==> src/design/olist_pkg.sv <==
// Shared types and codes for the ordered list engine.
// No dependencies; imported by olist_cell and ordered_list_engine.
`default_nettype none

package olist_pkg;

  localparam int unsigned OP_W       = 3;
  localparam int unsigned POS_W      = 6;
  localparam int unsigned VALUE_W    = 32;
  localparam int unsigned COUNT_W    = 7;
  // wide enough for any list position or count up to the largest capacity
  localparam int unsigned IDX_W      = 11;

  typedef enum logic [OP_W-1:0] {
    OP_INS_HEAD = 3'd0,
    OP_INS_TAIL = 3'd1,
    OP_INS_POS  = 3'd2,
    OP_REM_HEAD = 3'd3,
    OP_REM_TAIL = 3'd4,
    OP_REM_POS  = 3'd5,
    OP_READ     = 3'd6,
    OP_CONTAINS = 3'd7
  } op_e;

  // broadcast to every cell of the chain
  typedef struct packed {
    logic             ins;   // insert succeeds this cycle
    logic             rem;   // remove succeeds this cycle
    logic [IDX_W-1:0] pos;   // target position
    logic [IDX_W-1:0] cnt;   // entries before the operation
  } cell_cmd_t;

endpackage

`default_nettype wire

==> src/design/olist_cell.sv <==
// One list cell: holds the entry at a fixed position and shifts with its neighbors.
// Depends on olist_pkg.
`default_nettype none

module olist_cell
  import olist_pkg::*;
#(
  parameter int unsigned IDX        = 0,
  parameter int unsigned ITEM_WIDTH = 32
) (
  input  wire logic                  clk_i,
  input  wire cell_cmd_t             cmd_i,
  input  wire logic [ITEM_WIDTH-1:0] left_i,
  input  wire logic [ITEM_WIDTH-1:0] right_i,
  input  wire logic [ITEM_WIDTH-1:0] new_i,
  output logic      [ITEM_WIDTH-1:0] value_o,
  output logic                       match_o,
  output logic                       sel_o
);

  localparam logic [IDX_W-1:0] MyIdx = IDX_W'(IDX);

  logic [ITEM_WIDTH-1:0] value_q, value_d;

  always_comb begin
    value_d = value_q;
    priority if (cmd_i.ins && (MyIdx > cmd_i.pos)) begin
      value_d = left_i;
    end else if (cmd_i.ins && (MyIdx == cmd_i.pos)) begin
      value_d = new_i;
    end else if (cmd_i.rem && (MyIdx >= cmd_i.pos)) begin
      value_d = right_i;
    end else begin
      value_d = value_q;
    end
  end

  always_ff @(posedge clk_i) begin
    value_q <= value_d;
  end

  assign value_o = value_q;
  assign match_o = (MyIdx < cmd_i.cnt) && (value_q == new_i);
  assign sel_o   = (MyIdx == cmd_i.pos);

endmodule

`default_nettype wire
==> config.mk <==
export PLATFORM = sky130hd
export DESIGN_NAME = olist_cell
export DESIGN_NICKNAME = d
export VERILOG_FILES = /design/src/design/olist_pkg.sv /design/src/design/olist_cell.sv
export SDC_FILE = /design/constraint.sdc
export NUM_CORES = 1
export LEC_CHECK = 0
export ABC_CLOCK_PERIOD_IN_PS = 2260
export BUFFER_PORTS_ARGS = -buffer_cell sky130_fd_sc_hd__buf_4
export CAP_MARGIN = 20
export CORE_MARGIN = 1
export CORE_UTILIZATION = 39
export CTS_BUF_LIST = sky130_fd_sc_hd__clkbuf_16
export DETAILED_ROUTE_END_ITERATION = 8
export GPL_TIMING_DRIVEN = 0
export PLACE_DENSITY = 0.81
export SYNTH_ARGS = -nofsm -noshare
export SYNTH_HDL_FRONTEND = slang
export SYNTH_SLANG_ARGS = --single-unit
==> constraint.sdc <==
create_clock -name clk_i -period 2.26 [get_ports clk_i]
set_input_delay 0.339 -clock clk_i [delete_from_list [all_inputs] [get_ports clk_i]]
set_output_delay 0.339 -clock clk_i [all_outputs]
set_load 0.01 [all_outputs]
==> impl_metrics.toml <==
[outcome]
run_status = "complete, no violations"

[critical_path]
cpMostUsedCell = "sky130_fd_sc_hd__nor4_2"
cp-end-kind = "primary output"
timing.critical_path.required_ns = 1.92
worstPathBufferInverterCount = 1
crit_chain = "xor2_1 -> nor4_2 -> nand3_1 -> nor4_2 -> buf_4"
timing.setup.critical_path_class = "flip-flop to primary output"
crit_path_max_fanout = 2
max_incr_delay_on_cp_ns = 0.41
arrival_ns = 1.80
crit_path_launch_type = "flip-flop"
path_delay_family = "simple AND/OR/NAND/NOR gates"
cp_slowest_cell = "sky130_fd_sc_hd__edfxtp_1"
timing.critical_path.depth = 5

[clocking]
htree_num_levels = 2
cts_made_buffers = 5
clkTransAtPathRegs_ns = 0.06
hold_buffers = 0
cts_tree = "yes"
cts.sink_count = 32
clockRootBuffer = "sky130_fd_sc_hd__clkbuf_16"
cts.path.max_buffers = 2

[logic_synthesis]
ys_warn_count = 0
ys_types = 14
cells_after_synthesis = 120
netlist_top_cells_area = "sky130_fd_sc_hd__edfxtp_1, sky130_fd_sc_hd__mux2_4, sky130_fd_sc_hd__xor2_1, sky130_fd_sc_hd__xnor2_1, sky130_fd_sc_hd__nor4_1"
synth_area_sq_mm = 0.00188
synth_top_area_share_pct = 51.0
synth.avg_cell_area_sq_um = 15.7
synth_area_leader_cell = "sky130_fd_sc_hd__edfxtp_1"
synth_nets = 241
seq_area_frac_synth_pct = 51.0
yosys_register_bits = 32

[worst_hold_path]
worstHoldPathCells = 2
min_path_type = "input pin to flip-flop"

[pwr]
vdd.ir_drop.worst_mv = 0.428
power-per-cell-area_mw_per_mm2 = 526
overall_power_uw = 1620
p_leak_uw = 0.00143

[global_routing]
global_route_wire_length_before_repair_mm = 7.43
global_route.overflow_total = 0
first_global_vias = 1600
grt_start_max_net_pins = 21
total_grt_usage_pct = 19.7
antenna_found_initial = 0

[detailed_routing]
wire_per_inst_microns = 16.4
num_vias = 1505
detail_route.vias_per_cell = 4.97
detailedRoute.firstPassIterationCount = 4
drt_iter0_drc = 51
drcViolationCount = 0
antenna_left = 0
route.final.wire_length_mm = 4.98

[placed_design]
placed_cell_area_sq_mm = 0.00289
place_inst = 295
dp_hpwl_mm = 3.92
gpl.final_weighted_congestion = 0.746
count_of_input_and_output_buffers = 122

[timing]
max_freq_mhz = 467
layout_min_cycle_time_ns = 2.14
final_clock_period_utilization_by_the_worst_path_pct = 94.7
finalHoldViolCount = 0
count_of_final_setup_violators = 0
worst_slew_margin_rel_pct = 54.2
timing_worst_slew_pin_value_ns = 0.687
hold_slack_ns = 0.360
number_of_pins_with_negative_max_slew_slack_in_the_final_report = 0

[floorplan]
initial_core_util_pct = 41.8
die_area_sq_mm = 0.00511
design.portCount = 155
core_region_area_sq_mm = 0.00450
standard_cell_rows = 24
die_width_microns = 71.5
die_height_microns = 71.5

[run]
max-cap-violations = 0

[finish]
final_design_area_no_fill_sq_mm = 0.00309
layout.core_utilization_pct = 68.5
final_cell_count_no_fill = 303
design.final.nets = 371
fillers = 361
insertedDiodeCount = 0
p_r_area_growth_vs_syn_pct = 63.7
flip_flop_count_of_the_largest_register_all_copies_and_words_added = 32
final_layout_size_suffix_gt1_share_pct = 68.5
==> metal layers <==
layer	wire (microns)	up-vias	track usage, %
met2	2550	76	36.5
li1	-	718	-
met5	0	-	0
met3	385	7	6.47
met4	77	0	7.19
met1	1960	704	20.9
==> synthesized netlist by cell type <==
library cell and count:
sky130_fd_sc_hd__nor4_1 11, sky130_fd_sc_hd__xnor2_1 8, sky130_fd_sc_hd__edfxtp_1 32, sky130_fd_sc_hd__nor2_1 1, sky130_fd_sc_hd__xor2_1 24, sky130_fd_sc_hd__nand3_1 2
sky130_fd_sc_hd__and4b_2 1, sky130_fd_sc_hd__nor3_1 1, sky130_fd_sc_hd__nand4_1 3, sky130_fd_sc_hd__mux2_4 30, sky130_fd_sc_hd__buf_6 3, sky130_fd_sc_hd__mux2_2 2
sky130_fd_sc_hd__o21a_1 1, sky130_fd_sc_hd__nand2_4 1
==> area by class of cell <==
| type | instances | area, sq um | area share (%) |
|---|---|---|---|
| clock inverter | 3 | 42.5 | 1.38 |
| clock buffer | 5 | 125 | 4.06 |
| multi-input combinational | 85 | 915 | 29.6 |
| tap | 52 | 65.1 | 2.11 |
| buffer | 3 | 33.8 | 1.09 |
| sequential | 32 | 961 | 31.1 |
| timing repair buffer | 123 | 943 | 30.6 |
==> cells in the final DEF, fill, tap and decap left out, types with 2 or more instances in the layout <==
master	count
sky130_fd_sc_hd__nor4_2	4
sky130_fd_sc_hd__nand3_1	2
sky130_fd_sc_hd__clkbuf_16	5
sky130_fd_sc_hd__nand4_1	3
sky130_fd_sc_hd__buf_4	122
sky130_fd_sc_hd__xor2_1	24
sky130_fd_sc_hd__nor4_1	7
sky130_fd_sc_hd__mux2_2	2
sky130_fd_sc_hd__edfxtp_1	32
sky130_fd_sc_hd__mux2_4	30
sky130_fd_sc_hd__buf_6	3
sky130_fd_sc_hd__xnor2_1	8
==> worst paths after layout <==
check,start,end
max,value_o[4],match_o
min,right_i[16],value_o[16]
==> power by group <==
part / internal (uW) / switching, uW
Sequential: 653 / 0.187
Combinational: 150 / 57.1
Clock: 517 / 245
Total: 1320 / 302
==> metrics by stage <==
| stage | setup TNS, ns | worst slack (ns) |
|---|---|---|
| after global routing | -0.0211 | -0.0211 |
| after floorplan | 0 | 0.162 |
| after detailed placement | 0 | 0.0778 |
| after CTS | 0 | 0.0383 |
| final | 0 | 0.120 |
| after global placement | -9.61 | -0.302 |
==> logic make-up after synthesis <==
logic type	after synthesis	synth area share, %
flops	32	51.0
xor+xnor	32	14.9
compound gates	1	0.399
mux	32	25.1
simple gates	20	6.84
buf+inv	3	1.79
==> timing repair <==
item,4_1_cts,5_1_grt
setup buffers,0,0
endpoints found under the setup margin,1,1
resized for setup,1,3
gates cloned,0,0
pin swaps,0,2
Power figures use the tool's default switching activity.
